$ cat src/hdl/blr_pkg.sv
// ----------------------------------------------------------------------------
// blr_pkg
// shared types and constants of the line rasterizer
// ----------------------------------------------------------------------------
package blr_pkg;

	localparam int HALF_RANGE = 32;
	localparam int MAX_PIXELS = 2 * HALF_RANGE;
	localparam int CNT_W      = $clog2(MAX_PIXELS);
	localparam int COORD_W    = 6;
	localparam int COLOR_W    = 24;
	localparam int D_W        = COORD_W + 3;
	localparam int IN_W       = 48;
	localparam int OUT_W      = 40;

	typedef enum logic {
		ST_IDLE,
		ST_RUN
	} blr_state_t;

	typedef struct packed {
		logic load;
		logic step;
	} blr_cmd_t;

	typedef struct packed {
		logic last;
	} blr_stat_t;

endpackage

$ cat src/hdl/blr_ctrl.sv
// ----------------------------------------------------------------------------
// blr_ctrl
// controller: takes a line request, then walks its pixels out
// ----------------------------------------------------------------------------
module blr_ctrl (
	input  logic               clk,
	input  logic               arst_n,
	input  logic               in_valid,
	output logic               in_ready,
	output logic               out_valid,
	input  logic               out_ready,
	input  blr_pkg::blr_stat_t stat,
	output blr_pkg::blr_cmd_t  cmd
);
	import blr_pkg::*;

	blr_state_t state_q;
	blr_state_t state_nxt;

	always_ff @(posedge clk or negedge arst_n) begin
		if (!arst_n) begin
			state_q <= ST_IDLE;
		end else begin
			state_q <= state_nxt;
		end
	end

	always_comb begin
		state_nxt = state_q;
		in_ready  = 1'b0;
		out_valid = 1'b0;
		cmd       = '0;
		case (state_q)
			ST_IDLE: begin
				in_ready = 1'b1;
				if (in_valid) begin
					cmd.load  = 1'b1;
					state_nxt = ST_RUN;
				end
			end
			ST_RUN: begin
				out_valid = 1'b1;
				if (out_ready) begin
					if (stat.last) begin
						state_nxt = ST_IDLE;
					end else begin
						cmd.step = 1'b1;
					end
				end
			end
			default: begin
				state_nxt = ST_IDLE;
			end
		endcase
	end

endmodule

$ cat src/hdl/blr_dp.sv
// ----------------------------------------------------------------------------
// blr_dp
// datapath: octant setup, decision term and pixel stepping
// ----------------------------------------------------------------------------
module blr_dp (
	input  logic                                 clk,
	input  logic signed [blr_pkg::COORD_W-1:0]   start_x,
	input  logic signed [blr_pkg::COORD_W-1:0]   start_y,
	input  logic signed [blr_pkg::COORD_W-1:0]   end_x,
	input  logic signed [blr_pkg::COORD_W-1:0]   end_y,
	input  logic        [blr_pkg::COLOR_W-1:0]   line_color,
	input  blr_pkg::blr_cmd_t                    cmd,
	output blr_pkg::blr_stat_t                   stat,
	output logic signed [blr_pkg::COORD_W-1:0]   pixel_x,
	output logic signed [blr_pkg::COORD_W-1:0]   pixel_y,
	output logic        [blr_pkg::COLOR_W-1:0]   pixel_color
);
	import blr_pkg::*;

	logic signed [COORD_W:0]   dx;
	logic signed [COORD_W:0]   dy;
	logic        [COORD_W:0]   ax_w;
	logic        [COORD_W:0]   ay_w;
	logic        [COORD_W-1:0] ax;
	logic        [COORD_W-1:0] ay;
	logic                      swap;
	logic        [COORD_W-1:0] major;
	logic        [COORD_W-1:0] minor;
	logic signed [D_W-1:0]     minor2;
	logic signed [D_W-1:0]     major1;
	logic signed [D_W-1:0]     major2;

	logic signed [COORD_W-1:0] x_q;
	logic signed [COORD_W-1:0] y_q;
	logic        [COLOR_W-1:0] color_q;
	logic        [COORD_W-1:0] rem_q;
	logic        [CNT_W-1:0]   cnt_q;
	logic signed [D_W-1:0]     d_q;
	logic signed [D_W-1:0]     diag_q;
	logic signed [D_W-1:0]     axial_q;
	logic                      swap_q;
	logic                      negx_q;
	logic                      negy_q;

	logic                      diag_step;
	logic                      x_move;
	logic                      y_move;
	logic        [COORD_W-1:0] x_inc;
	logic        [COORD_W-1:0] y_inc;

	// octant setup
	assign dx     = {end_x[COORD_W-1], end_x} - {start_x[COORD_W-1], start_x};
	assign dy     = {end_y[COORD_W-1], end_y} - {start_y[COORD_W-1], start_y};
	assign ax_w   = dx[COORD_W] ? -dx : dx;
	assign ay_w   = dy[COORD_W] ? -dy : dy;
	assign ax     = ax_w[COORD_W-1:0];
	assign ay     = ay_w[COORD_W-1:0];
	assign swap   = ax < ay;
	assign major  = swap ? ay : ax;
	assign minor  = swap ? ax : ay;
	assign minor2 = {2'b00, minor, 1'b0};
	assign major1 = {3'b000, major};
	assign major2 = {2'b00, major, 1'b0};

	// stepping
	assign diag_step = ~d_q[D_W-1];
	assign x_move    = !swap_q || diag_step;
	assign y_move    = swap_q || diag_step;
	assign x_inc     = negx_q ? {COORD_W{1'b1}} : COORD_W'(1);
	assign y_inc     = negy_q ? {COORD_W{1'b1}} : COORD_W'(1);

	always_ff @(posedge clk) begin
		if (cmd.load) begin
			x_q     <= start_x;
			y_q     <= start_y;
			color_q <= line_color;
			rem_q   <= major;
			cnt_q   <= '0;
			d_q     <= minor2 - major1;
			diag_q  <= minor2 - major2;
			axial_q <= minor2;
			swap_q  <= swap;
			negx_q  <= dx[COORD_W];
			negy_q  <= dy[COORD_W];
		end else if (cmd.step) begin
			if (x_move) begin
				x_q <= x_q + $signed(x_inc);
			end
			if (y_move) begin
				y_q <= y_q + $signed(y_inc);
			end
			d_q   <= d_q + (diag_step ? diag_q : axial_q);
			rem_q <= rem_q - COORD_W'(1);
			cnt_q <= cnt_q + CNT_W'(1);
		end
	end

	assign stat.last   = (rem_q == '0) || (cnt_q == CNT_W'(MAX_PIXELS - 1));
	assign pixel_x     = x_q;
	assign pixel_y     = y_q;
	assign pixel_color = color_q;

endmodule

$ cat src/hdl/bresenham_line_rasterizer.sv
// ----------------------------------------------------------------------------
// bresenham_line_rasterizer
// integer line rasterizer, one line request in, one pixel request per step out
// ----------------------------------------------------------------------------
// input channel s_*: one line request (start, end, color) per handshake
// output channel m_*: one pixel per handshake, m_tlast marks the final pixel
// a line gives 1 + max(|dx|, |dy|) pixels, capped at 2 * HALF_RANGE
// the first pixel is valid in the cycle after the line is taken
// then one pixel per cycle while m_tready is high; the single stepping
// datapath advances by one pixel on each accepted output handshake
// a line holds the input channel from its request until its final pixel is taken
// s_tready is high only while no line is in progress
// a stalled receiver holds the current pixel in the output register
// reset (arst_n low) drops any line in progress and returns to idle
// ----------------------------------------------------------------------------
module bresenham_line_rasterizer (
	input  logic                       clk,
	input  logic                       arst_n,
	input  logic                       s_tvalid,
	output logic                       s_tready,
	// start_x, start_y, end_x, end_y, line_color
	input  logic [blr_pkg::IN_W-1:0]   s_tdata,
	output logic                       m_tvalid,
	input  logic                       m_tready,
	// pixel_x, pixel_y, pixel_color, zero pad
	output logic [blr_pkg::OUT_W-1:0]  m_tdata,
	output logic                       m_tlast
);
	import blr_pkg::*;

	blr_cmd_t                  cmd;
	blr_stat_t                 stat;
	logic signed [COORD_W-1:0] pixel_x;
	logic signed [COORD_W-1:0] pixel_y;
	logic        [COLOR_W-1:0] pixel_color;

	blr_ctrl u_ctrl (
		.clk       (clk),
		.arst_n    (arst_n),
		.in_valid  (s_tvalid),
		.in_ready  (s_tready),
		.out_valid (m_tvalid),
		.out_ready (m_tready),
		.stat      (stat),
		.cmd       (cmd)
	);

	blr_dp u_dp (
		.clk         (clk),
		.start_x     (s_tdata[5:0]),
		.start_y     (s_tdata[11:6]),
		.end_x       (s_tdata[17:12]),
		.end_y       (s_tdata[23:18]),
		.line_color  (s_tdata[47:24]),
		.cmd         (cmd),
		.stat        (stat),
		.pixel_x     (pixel_x),
		.pixel_y     (pixel_y),
		.pixel_color (pixel_color)
	);

	assign m_tdata = {4'b0000, pixel_color, pixel_y, pixel_x};
	assign m_tlast = stat.last;

endmodule

$ cat config.mk
export PLATFORM = sky130hd
export DESIGN_NAME = bresenham_line_rasterizer
export DESIGN_NICKNAME = d
export VERILOG_FILES = /design/src/hdl/blr_pkg.sv /design/src/hdl/blr_ctrl.sv /design/src/hdl/blr_dp.sv /design/src/hdl/bresenham_line_rasterizer.sv
export SDC_FILE = /design/constraint.sdc
export NUM_CORES = 1
export LEC_CHECK = 0
export ABC_AREA = 1
export BUFFER_PORTS_ARGS = -buffer_cell sky130_fd_sc_hd__buf_2
export CORE_AREA = 2 2 127 104
export CTS_CLUSTER_DIAMETER = 80
export DETAILED_ROUTE_END_ITERATION = 12
export DIE_AREA = 0 0 129 106
export HOLD_SLACK_MARGIN = 0.02
export PLACE_DENSITY = 0.65
export SKIP_LAST_GASP = 1
export SLEW_MARGIN = 20
export SYNTH_ARGS = -nofsm -noshare
export SYNTH_HDL_FRONTEND = slang
export SYNTH_SLANG_ARGS = --single-unit
$ cat constraint.sdc
create_clock -name clk -period 4.29 [get_ports clk]
set_input_delay 0.2145 -clock clk [delete_from_list [all_inputs] [get_ports clk]]
set_output_delay 0.2145 -clock clk [all_outputs]
set_load 0.1 [all_outputs]
==> run_results.csv, run 1 <==
group,metric,value,unit
flow_run,maxCapViolations,0,
drt,detailroute.via_count,4226,
synth,synthesized_area_fraction_occupied_by_ao_oa_aoi_and_oai_cells,7.90,%
clocking,clock_root_buffer,"clkbuf_16",
placement,dp_slack,-0.101,ns
worst_setup_path,path_common_cell,"inv_1",
pwr,power_leakage,3.11,nW
sta,worst_slack,0.299,ns
global_routing,grt_util_all_layers,17.4,%
synth,avgSynthCellArea,8.64,µm²
pwr,power.share.sequential,24.2,%
pwr,internal_power,2.71,mW
clocking,clkTransAtPathRegs,0.06,ns
finish,num-nets-final,812,
sta,finalWorstPathRequiredPeriod,3.99,ns
pwr,worst_case_vdd_ir_drop,0.000311,V
synth,syn-instance-count,594,
synth,netlist_area,5130,µm²
placement,dp.cells,875,
global_routing,grt_overflow,0,
synth,cell_type_with_the_highest_aggregate_area_in_the_netlist,"edfxtp_1",
global_routing,number_of_antenna_violations_at_the_first_check_in_global_routing,0,
finish,share_of_post_route_cells_with_drive_strength_above_1,26.5,%
synth,flip_flop_and_latch_count_after_synthesis,73,
floorplan,row_count,37,
clocking,cts-buffers-inserted,9,
worst_setup_path,worst-r2r-cell-count,18,
worst_setup_path,timing.critical_path.max_delay_family,"adder cells",
worst_setup_path,reg2reg_slack,1.26,ns
placement,port_buffer_cells,90,
worst_setup_path,cp_max_fo,7,
worst_setup_path,critical_path.max_stage_delay,0.57,ns
placement,gp_congestion,0.849,
drt,routed_via_density,4.73,
status,result_of_the_run,"completed",
synth,post_synth_num_cell_types,47,
worst_setup_path,worstPathArrival,4.08,ns
floorplan,design.portCount,95,
worst_setup_path,regToRegStartpoint,"u_dp.d_q[8]",
worst_hold_path,hold_end,"u_dp.pixel_color[17]",
worst_hold_path,hold_path_depth,1,
global_routing,grt_first_pass_wirelength,18.8,mm
drt,detailedRoute.firstPassIterationCount,5,
sta,hold_slack,0.0501,ns
synth,synth_adder_area_share,12.3,%
sta,part_of_the_cycle_the_worst_path_needs,93.0,%
floorplan,floorplan.die_area,13700,µm²
synth,post_synth_mux_area_share,0.195,%
sta,setup-violations-final,0,
finish,num_antenna_cells,0,
finish,layoutNonFillerInstCount,893,
worst_hold_path,holdCritPathClass,"in -> reg",
floorplan,die_y,106,µm
floorplan,die_width,129,µm
clocking,tritoncts,"done",
clocking,cts-htree-levels,3,
sta,slew_headroom,39.6,%
worst_setup_path,reg_to_reg_end,"u_dp.d_q[8]",
pwr,powerDensity,822,nW/µm²
pwr,combinational_group_share_of_total_power,59.0,%
sta,final_hold_vios,0,
synth,combinational_family_with_the_most_area_after_synthesis,"simple AND/OR/NAND/NOR gates",
floorplan,starting_density,40.9,%
sta,totalNegativeSetupSlack,0,ns
synth,yosysWarningCount,0,
clocking,buffers_from_clock_root_to_sink_at_most,2,
synth,seq_area_frac_synth,41.5,%
worst_setup_path,critical_path_buf_inv_count,7,
synth,synthTopCellsByArea,"edfxtp_1 39%, nand2_1 10%, ha_1 10%, inv_1 6.4%, nand3_1 3.8%",
worst_setup_path,setup.worst_path.end_class,"flop",
placement,dp_hpwl,8.79,mm
sta,fmaxAchievable,0.251,GHz
clocking,clk_latency,0.34,ns
global_routing,first_global_vias,4049,
worst_setup_path,worst-setup-path-type,"in -> reg",
worst_setup_path,timing.critical_path.from_type,"input pin",
pwr,clkPwrFrac,16.8,%
worst_setup_path,timing.critical_path.required,4.37,ns
synth,post_synth_xor_area_fraction,3.56,%
sta,final.setup_skew,0.00917,ns
drt,drtIter0Drc,287,
drt,drcViolationCount,0,
global_routing,maximum_number_of_pins_on_one_net_before_global_route_repair,73,
sta,worst-slew-pin-transition,0.897,ns
synth,netlist.area_leader.share,38.6,%
floorplan,core_region_area,12500,µm²
finish,layout-area-overhead-vs-synth,22.7,%
sta,final-max-slew-violation-count,0,
drt,final_antenna_net_count,0,
worst_setup_path,logic_depth_of_the_worst_setup_path_including_buffers,28,
pwr,net-switching-power,2.46,mW
synth,yosys.area_share.simple,25.8,%
drt,routedWlPerCell,12.7,µm
pwr,power_switching_share,47.6,%
clocking,numClockSinks,73,
worst_hold_path,worst_min_delay_path_startpoint,"s_tdata[41]",
drt,route.final.wire_length,11.3,mm
sta,grt_setup_unrepaired,"true",
worst_setup_path,worst_path_max_delay_cell,"fa_2",
## how the worst max path moves through the flow
| stage | from | endpoint | slack, ns |
|---|---|---|---|
| after detailed placement | s_tdata[12] | u_dp.d_q[5] | -0.10 |
| final | s_tdata[12] | u_dp.d_q[5] | 0.30 |
| after global placement | s_tdata[12] | u_dp.d_q[5] | 0.09 |
| after floorplan | s_tdata[18] | u_dp.d_q[5] | 0.12 |
| after CTS | s_tdata[12] | u_dp.d_q[5] | 0.26 |
| after global routing | s_tdata[12] | u_dp.d_q[5] | -0.04 |
## cell families (layout without fill, tap and decap cells)
family	after synthesis	in the layout
AOI/OAI and AO/OA	69	69
adders and majority gates	47	47
DFF	73	73
other	1	4
buffers and inverters	107	228
muxes	1	1
and+or+nand+nor	276	276
xor gates and xnor gates	20	20
## flip-flops by register name, summed over array words and instances, names as in the netlist, 6 cells and up
signal	flops
u_dp.cnt_q	6
u_dp.axial_q	6
u_dp.pixel_x	6
u_dp.rem_q	6
u_dp.pixel_color	24
u_dp.diag_q	7
u_dp.pixel_y	6
u_dp.d_q	8
## power by group through the flow
stage / combinational [mW] / clock (mW) / sequential (mW)
floorplan: 1.84 / 0 / 1.78
global placement: 2.92 / 0 / 1.25
detailed placement: 2.98 / 0 / 1.26
CTS: 3.02 / 0.884 / 1.25
global route: 3.40 / 0.912 / 1.28
finish: 3.05 / 0.867 / 1.25
## metal layers
metal  vias up  part of all wire [%]  track usage, %
li1       2185                     -               -
met1      1947                    50            24.4
met2        84                    45            27.8
met3        10                   3.8            3.32
met4         0                   1.1            4.04
met5         -                     0               0
## metrics by stage
step           area, µm²  power (mW)  util [%]
5_1_grt             6290        5.59      50.2
3_3_place_gp        5910        4.17      47.1
6_report            6290        5.17      50.2
3_5_place_dp        5910        4.25      47.1
2_1_floorplan       5140        3.61         -
4_1_cts             6270        5.16      49.9
## placed cells by master, fill, tap and decap left out, types with 4 or more instances in the layout
cell type / n
buf_4: 26
buf_2: 90
nand3_1: 39
nand3_2: 5
clkbuf_16: 9
nor3_1: 4
dfxtp_1: 6
fa_1: 5
o22ai_1: 5
a21oi_1: 22
conb_1: 4
ha_1: 40
xnor2_1: 6
nand2_2: 22
inv_1: 87
o21ai_0: 22
inv_2: 7
nand2_4: 9
nand2_1: 142
nor2_1: 41
edfxtp_1: 66
xor2_1: 13
o21ai_2: 4
## cell type report
cell class / instances / area (µm²)
clock buffers: 10 / 229
clock inverters: 6 / 115
fillers: 1167 / 6250
inverters: 95 / 359
multi-input cells: 417 / 2590
flip-flops and latches: 73 / 2130
well taps: 175 / 219
repair buffers: 117 / 656
## synth_stat cells, drive strengths merged
cell / instances
and2: 1
mux2i: 1
nand2: 175
conb: 1
a31oi: 3
fa: 6
o21bai: 3
clkbuf: 4
nor2: 42
dfrtp: 1
a21oi: 22
o21a: 3
edfxtp: 66
nand3b: 3
xor2: 13
xnor2: 7
nand4: 3
dfxtp: 6
buf: 8
nand3: 44
clkinv: 1
inv: 94
ha: 41
nor3: 5
or2: 3
o22ai: 5
o21ai: 29
a41oi: 1
a211o: 1
o31ai: 1
a21o: 1
## what timing repair did
action / CTS / global route
gates resized for setup: 0 / 3
setup endpoints to repair: 0 / 6
hold endpoints to repair: 1 / 0
buffers inserted: 0 / 1
hold buffers: 1 / 0
Note: power is estimated with default switching activity, not from simulation.
==> run 2: changes to the inputs <==
- CELL_PAD_IN_SITES_DETAIL_PLACEMENT: unset -> 1
- CELL_PAD_IN_SITES_GLOBAL_PLACEMENT: unset -> 2
- CORE_AREA: 2 2 127 104 -> 2 2 137 112
- DIE_AREA: 0 0 129 106 -> 0 0 139 114
- PLACE_DENSITY: 0.65 -> 0.87
==> run 2 against run 1 <==
Clock power shrank 14%. Total power grew 0.54%. Global-route usage barely moved. Maximum frequency is 0.32% lower. Critical path depth unchanged. Sequential power is essentially flat. Worst hold slack got worse by 0.0083 ns. Via count increased by 3.8%. Clock-buffer cell count decreased by 1. Die area increased by 16%. Core utilization down 6.8 points. Flip-flop and latch count unchanged.
==> run_results.csv, run 2 (synthesized netlist as in run 1, its figures left out) <==
group,metric,value,unit
finish,layout_commonest_cell,"nand2_1",
global_routing,first_global_vias,4639,
flow_run,maxCapViolations,0,
drt,final_antenna_net_count,0,
worst_hold_path,worst_min_delay_path_startpoint,"s_tdata[37]",
clocking,tritoncts,"done",
floorplan,design.portCount,95,
placement,gp_congestion,0.869,
pwr,worst_case_vdd_ir_drop,0.000385,V
sta,slew_headroom,34.6,%
finish,share_of_post_route_cells_with_drive_strength_above_1,27.9,%
finish,largest_register_ffs,24,
drt,detailedRoute.firstPassIterationCount,4,
drt,detailroute.via_count,4388,
sta,final.setup_skew,0.00743,ns
global_routing,grt_overflow,0,
floorplan,die_y,114,µm
worst_setup_path,timing.critical_path.required,4.39,ns
pwr,powerDensity,821,nW/µm²
sta,worst-slew-pin-transition,0.970,ns
clocking,numClockSinks,73,
worst_hold_path,hold_end,"u_dp.pixel_color[13]",
worst_hold_path,holdCritPathClass,"in -> reg",
clocking,cts-htree-levels,3,
worst_setup_path,regToRegStartpoint,"u_dp.d_q[8]",
global_routing,grt_first_pass_wirelength,22.1,mm
sta,totalNegativeSetupSlack,0,ns
finish,layout-area-overhead-vs-synth,23.4,%
sta,finalWorstPathRequiredPeriod,4.00,ns
worst_setup_path,timing.critical_path.max_delay_family,"adder cells",
worst_setup_path,worst_path_max_delay_cell,"fa_2",
global_routing,grt_util_all_layers,17.4,%
placement,port_buffer_cells,90,
finish,num-nets-final,818,
worst_hold_path,hold_path_depth,1,
placement,placement.cell_area,5960,µm²
global_routing,number_of_antenna_violations_at_the_first_check_in_global_routing,0,
worst_setup_path,setup.worst_path.end_class,"flop",
drt,drcViolationCount,0,
drt,drtIter0Drc,184,
worst_setup_path,critical_path.max_stage_delay,0.57,ns
drt,routedWlPerCell,14.8,µm
floorplan,core_region_area,14600,µm²
floorplan,starting_density,35.1,%
clocking,buffers_from_clock_root_to_sink_at_most,2,
worst_setup_path,worst-setup-path-type,"in -> reg",
worst_setup_path,path_common_cell,"nand2_1",
worst_setup_path,worst-r2r-cell-count,18,
worst_setup_path,worstPathArrival,4.10,ns
worst_setup_path,reg2reg_slack,1.25,ns
finish,finalInstanceArea,6330,µm²
clocking,cts-buffers-inserted,9,
worst_setup_path,reg_to_reg_end,"u_dp.d_q[8]",
pwr,power_leakage,3.12,nW
floorplan,row_count,40,
clocking,clock_root_buffer,"clkbuf_16",
placement,dp_hpwl,10.7,mm
floorplan,die_width,139,µm
finish,mostFrequentLayoutCells,"140 x nand2_1, 90 x buf_2, 87 x inv_1",
worst_setup_path,critical_path_buf_inv_count,5,
finish,num_antenna_cells,0,
sta,final_hold_vios,0,
sta,grt_setup_unrepaired,"true",
global_routing,maximum_number_of_pins_on_one_net_before_global_route_repair,73,
worst_setup_path,timing.critical_path.from_type,"input pin",
clocking,clk_latency,0.35,ns
floorplan,floorplan.die_area,15800,µm²
sta,setup-violations-final,0,
worst_setup_path,logic_depth_of_the_worst_setup_path_including_buffers,28,
drt,route.final.wire_length,13.6,mm
pwr,total_power,5.20,mW
sta,part_of_the_cycle_the_worst_path_needs,93.3,%
worst_setup_path,cp_max_fo,6,
clocking,clkTransAtPathRegs,0.07,ns
drt,routed_via_density,4.81,
finish,utilization,43.3,%
sta,fmaxAchievable,0.250,GHz
status,result_of_the_run,"completed",
sta,final-max-slew-violation-count,0,
## run 2: cell types whose count changed in the layout (fill, tap and decap cells not counted), sizes merged
cell,delta
clkinv,-1
clkinvlp,+2
bufinv,-3
clkbuf,-1
buf,+6
inv,+3
## run 2: worst max-delay path by stage
stage,from,end,slack (ns)
floorplan,s_tdata[18],u_dp.d_q[5],0.12
global placement,s_tdata[12],u_dp.d_q[6],0.07
detailed placement,s_tdata[12],u_dp.d_q[6],-0.13
CTS,s_tdata[18],u_dp.d_q[6],0.21
global route,s_tdata[12],u_dp.d_q[6],-0.06
finish,s_tdata[12],u_dp.d_q[6],0.29
## run 2: power breakdown
part	switching, mW	leakage (nW)	internal [mW]
logic	2.12	2.31	1.06
clock network	0.342	0.133	0.404
registers	0.139	0.673	1.13
total	2.60	3.12	2.60
## run 2: worst reg2reg max path, cell delays in order, from the launching register on
cell      delay, ns
edfxtp_1       0.58
inv_1          0.24
or2_2          0.32
o21ai_0        0.15
inv_1          0.09
ha_1           0.28
nand3_1        0.07
and2_1         0.17
nor2_1         0.06
nor2_1         0.09
nor2_1         0.05
nor2_1         0.12
nor2_1         0.07
nor2_1         0.10
inv_1          0.05
a21oi_1        0.15
xor2_1         0.09
nand2_1        0.06
nand2_1        0.06
## run 2: final cells by class
type	instances	area (µm²)
Sequential cell	73	2130
Inverter	95	359
Tap cell	189	236
Clock inverter	7	62.6
Fill cell	1791	8280
Timing Repair Buffer	123	713
Multi-Input combinational cell	417	2610
Clock buffer	9	225
## run 2: repair_timing
item	CTS	global route
endpoints found under the setup margin	0	7
hold buffers	1	0
hold endpoints to repair	1	0
resized for setup	0	9
buffers inserted	0	5
## run 2: layer usage
metal / vias up / track usage [%] / share of wire, %
li1: 2186 / - / -
met1: 2117 / 21.8 / 46
met2: 70 / 30.9 / 50
met3: 15 / 3.15 / 2.7
met4: 0 / 5.19 / 1.3
met5: - / 0 / 0
## run 2: metrics by stage
| step | cells | hold WS [ns] | setup slack [ns] |
|---|---|---|---|
| after floorplan | 597 | -0.0811 | 0.123 |
| after global placement | 891 | -0.0103 | 0.0731 |
| after detailed placement | 891 | -0.00900 | -0.132 |
| after CTS | 908 | 0.0270 | 0.207 |
| after global routing | 913 | 0.0254 | -0.0598 |
| final | 913 | 0.0418 | 0.286 |
==> run 3: changes to the inputs <==
- ABC_AREA: 1 -> unset
- CORE_AREA: 2 2 137 112 -> 2 2 131 107
- DIE_AREA: 0 0 139 114 -> 0 0 133 109
- HOLD_SLACK_MARGIN: 0.02 -> 0.06
==> run 3 against run 2 <==
The flow now finishes with violations (setup timing). Clock skew shrank 0.00078 ns. Critical path type unchanged. Sequential power rose by 5%. Critical path depth shrank 1. Synthesized area fell by 3.8%. Final cell count down 3.4%. Critical endpoint is now u_dp.d_q[5]. Via count fell by 1.7%.
==> run_results.csv, run 3 <==
group,metric,value,unit
worst_setup_path,worst-setup-path-type,"in -> reg",
worst_setup_path,path_common_cell,"ha_4",
pwr,net-switching-power,2.87,mW
sta,part_of_the_cycle_the_worst_path_needs,113,%
drt,final_antenna_net_count,0,
worst_setup_path,setup.worst_path.end_class,"flop",
worst_setup_path,critical_path_buf_inv_count,6,
pwr,worst_case_vdd_ir_drop,0.000380,V
worst_setup_path,worstPathArrival,4.94,ns
sta,worst-slew-pin-transition,0.794,ns
pwr,power.share.sequential,21.5,%
synth,yosys_most_used_dff,"edfxtp_1",
sta,final-max-slew-violation-count,0,
floorplan,core_region_area,13300,µm²
drt,detailroute.via_count,4315,
finish,layout_commonest_cell,"buf_4",
sta,finalWorstPathRequiredPeriod,4.86,ns
drt,detailedRoute.firstPassIterationCount,4,
pwr,internal_power,3.34,mW
pwr,combinational_group_share_of_total_power,67.0,%
pwr,power_leakage,3.24,nW
clocking,tritoncts,"done",
sta,fmaxAchievable,0.206,GHz
pwr,powerDensity,857,nW/µm²
finish,num-nets-final,796,
placement,port_buffer_cells,90,
flow_run,maxCapViolations,0,
synth,seq_area_frac_synth,43.1,%
finish,mostFrequentLayoutCells,"107 x buf_4, 88 x buf_2, 66 x edfxtp_1",
global_routing,number_of_antenna_violations_at_the_first_check_in_global_routing,0,
floorplan,design.portCount,95,
pwr,clkPwrFrac,11.5,%
worst_setup_path,timing.critical_path.from_type,"input pin",
clocking,cts-htree-levels,3,
clocking,clock_root_buffer,"clkbuf_16",
placement,dp_hpwl,10.5,mm
global_routing,grt_first_pass_wirelength,23.8,mm
global_routing,globalRoute.busiestLayer,"met2",
synth,synth.most_common_cell,"edfxtp_1",
global_routing,first_global_vias,4657,
floorplan,starting_density,37.2,%
drt,routed_via_density,4.89,
floorplan,die_y,109,µm
drt,drcViolationCount,0,
drt,drtIter0Drc,200,
sta,setup-violations-final,7,
finish,largest_register_ffs,24,
synth,syn-instance-count,473,
clocking,buffers_from_clock_root_to_sink_at_most,2,
finish,num_antenna_cells,0,
synth,yosysWarningCount,0,
placement,gp_congestion,0.795,
sta,final_hold_vios,0,
sta,worst_slack,-0.573,ns
synth,cell_type_with_the_highest_aggregate_area_in_the_netlist,"edfxtp_1",
floorplan,row_count,38,
worst_setup_path,cp_max_fo,8,
finish,utilization,54.6,%
synth,netlist_area,4930,µm²
global_routing,grt_util_all_layers,21.3,%
worst_setup_path,worst_path_max_delay_cell,"mux2i_4",
sta,final.setup_skew,0.00664,ns
worst_setup_path,critical_path.max_stage_delay,0.35,ns
floorplan,die_width,133,µm
synth,netlist.area_leader.share,40.2,%
synth,synthTopCellsByArea,"edfxtp_1 40%, ha_1 10%, xnor2_1 4.8%, mux2i_1 4.3%, inv_1 3.5%",
global_routing,grt_util_met1,25.9,%
drt,routedWlPerCell,17.6,µm
sta,hold_slack,0.0689,ns
synth,avgSynthCellArea,10.4,µm²
clocking,cts-buffers-inserted,9,
clocking,numClockSinks,73,
synth,ys_top_cells_by_count,"66 x edfxtp_1, 46 x inv_1, 41 x ha_1",
clocking,clkTransAtPathRegs,0.06,ns
synth,flip_flop_and_latch_count_after_synthesis,73,
finish,share_of_post_route_cells_with_drive_strength_above_1,39.6,%
status,failed_checks,"setup timing",
worst_hold_path,holdCritPathClass,"in -> reg",
drt,route.final.wire_length,15.5,mm
global_routing,maximum_number_of_pins_on_one_net_before_global_route_repair,44,
synth,post_synth_num_cell_types,50,
worst_setup_path,timing.critical_path.required,4.37,ns
finish,layout-area-overhead-vs-synth,46.7,%
global_routing,grt_overflow,0,
pwr,power_switching_share,46.2,%
global_routing,grt.met3_usage,2.65,%
sta,slew_headroom,47.0,%
synth,synth-edff-count,66,
global_routing,groute.layer.met2.usage,39.5,%
status,result_of_the_run,"finished, violations left",
sta,grt_setup_unrepaired,"true",
floorplan,floorplan.die_area,14500,µm²
clocking,clk_latency,0.34,ns
worst_setup_path,timing.critical_path.max_delay_family,"adder cells",
synth,synth_async_sr_flop_share,1.37,%
## run 3: cell types whose count changed after synthesis, sizes merged, moves of 6 or more
cell / previous run / this run
xor2: 13 / 19
nand3: 44 / 7
a21oi: 22 / 34
a21o: 1 / 11
nor2: 42 / 35
nand2: 175 / 39
mux2i: 1 / 21
xnor2: 7 / 28
nor2b: 0 / 6
inv: 94 / 46
mux2: 0 / 6
nand2b: 0 / 14
## run 3: power groups by stage
stage	Clock [mW]	Combinational, mW	Sequential (mW)
6_report	0.716	4.15	1.33
5_1_grt	0.750	4.47	1.36
4_1_cts	0.727	3.76	1.33
3_5_place_dp	0	3.50	1.34
3_3_place_gp	0	3.34	1.33
2_1_floorplan	0	1.97	1.93
## run 3: worst paths after layout
| path | from | to | slack [ns] | cells after the start |
|---|---|---|---|---|
| max | s_tdata[18] | u_dp.d_q[5] | -0.57 | 27 |
| min | s_tdata[25] | u_dp.pixel_color[1] | 0.07 | 1 |
| max reg2reg | u_dp.d_q[8] | u_dp.d_q[8] | 1.17 | 12 |
| min reg2reg | u_dp.cnt_q[5] | u_dp.cnt_q[5] | 0.53 | 2 |
| max in group asynchronous | arst_n | u_ctrl.state_q | 3.97 | 2 |
| min in group asynchronous | arst_n | u_ctrl.state_q | 0.23 | 2 |
## run 3: worst reg2reg max path, cell delays in order, from the launching register on
cell,delay (ns)
edfxtp_1,0.63
mux2i_1,0.43
inv_1,0.08
ha_1,0.28
a21o_1,0.18
a21oi_1,0.25
o21bai_1,0.10
a21oi_1,0.26
nor2_1,0.08
o21ai_0,0.18
nand2b_1,0.11
xnor2_1,0.14
a21o_1,0.17
## run 3: layout make-up
cell class | instances | area, µm²
Clock buffer | 11 | 233
Fill cell | 1474 | 6030
Inverter | 46 | 188
Tap cell | 180 | 225
Timing Repair Buffer | 224 | 1550
Multi-Input combinational cell | 343 | 2870
Clock inverter | 5 | 46.3
Sequential cell | 73 | 2130
## run 3: repair_timing
| action | in CTS | in global routing |
|---|---|---|
| gates resized for setup | 25 | 26 |
| endpoints found under the setup margin | 7 | 11 |
| buffers inserted | 20 | 7 |
| hold endpoints to repair | 23 | 0 |
| pin swaps | 29 | 21 |
| hold buffers | 23 | 0 |
## run 3: per-layer routing
| metal | up-vias | wire length [µm] |
|---|---|---|
| met5 | - | 0 |
| met4 | 0 | 298 |
| met3 | 21 | 627 |
| met2 | 114 | 8020 |
| met1 | 2085 | 6560 |
| li1 | 2095 | - |
## run 3: metrics by stage
step | setup TNS [ns] | power [mW] | area, µm² | std cells | worst slack, ns
floorplan | -3.85 | 3.90 | 5090 | 476 | -0.908
global placement | -4.13 | 4.67 | 6300 | 817 | -0.792
detailed placement | -6.89 | 4.84 | 6300 | 817 | -1.07
CTS | -2.50 | 5.82 | 7040 | 875 | -0.536
global route | -4.06 | 6.58 | 7240 | 882 | -0.767
finish | -2.70 | 6.20 | 7240 | 882 | -0.573
## run 3: cells by family (layout without fill, tap and decap cells)
| logic type | Yosys count | after routing | synth area share [%] |
|---|---|---|---|
| and+or+nand+nor | 121 | 121 | 11.3 |
| AOI/OAI and AO/OA | 92 | 92 | 12.0 |
| DFF | 73 | 73 | 43.1 |
| buffers and inverters | 60 | 286 | 5.38 |
| adders and majority gates | 52 | 52 | 13.9 |
| xor gates and xnor gates | 47 | 47 | 8.50 |
| muxes | 27 | 27 | 5.71 |
| other | 1 | 4 | 0.0760 |
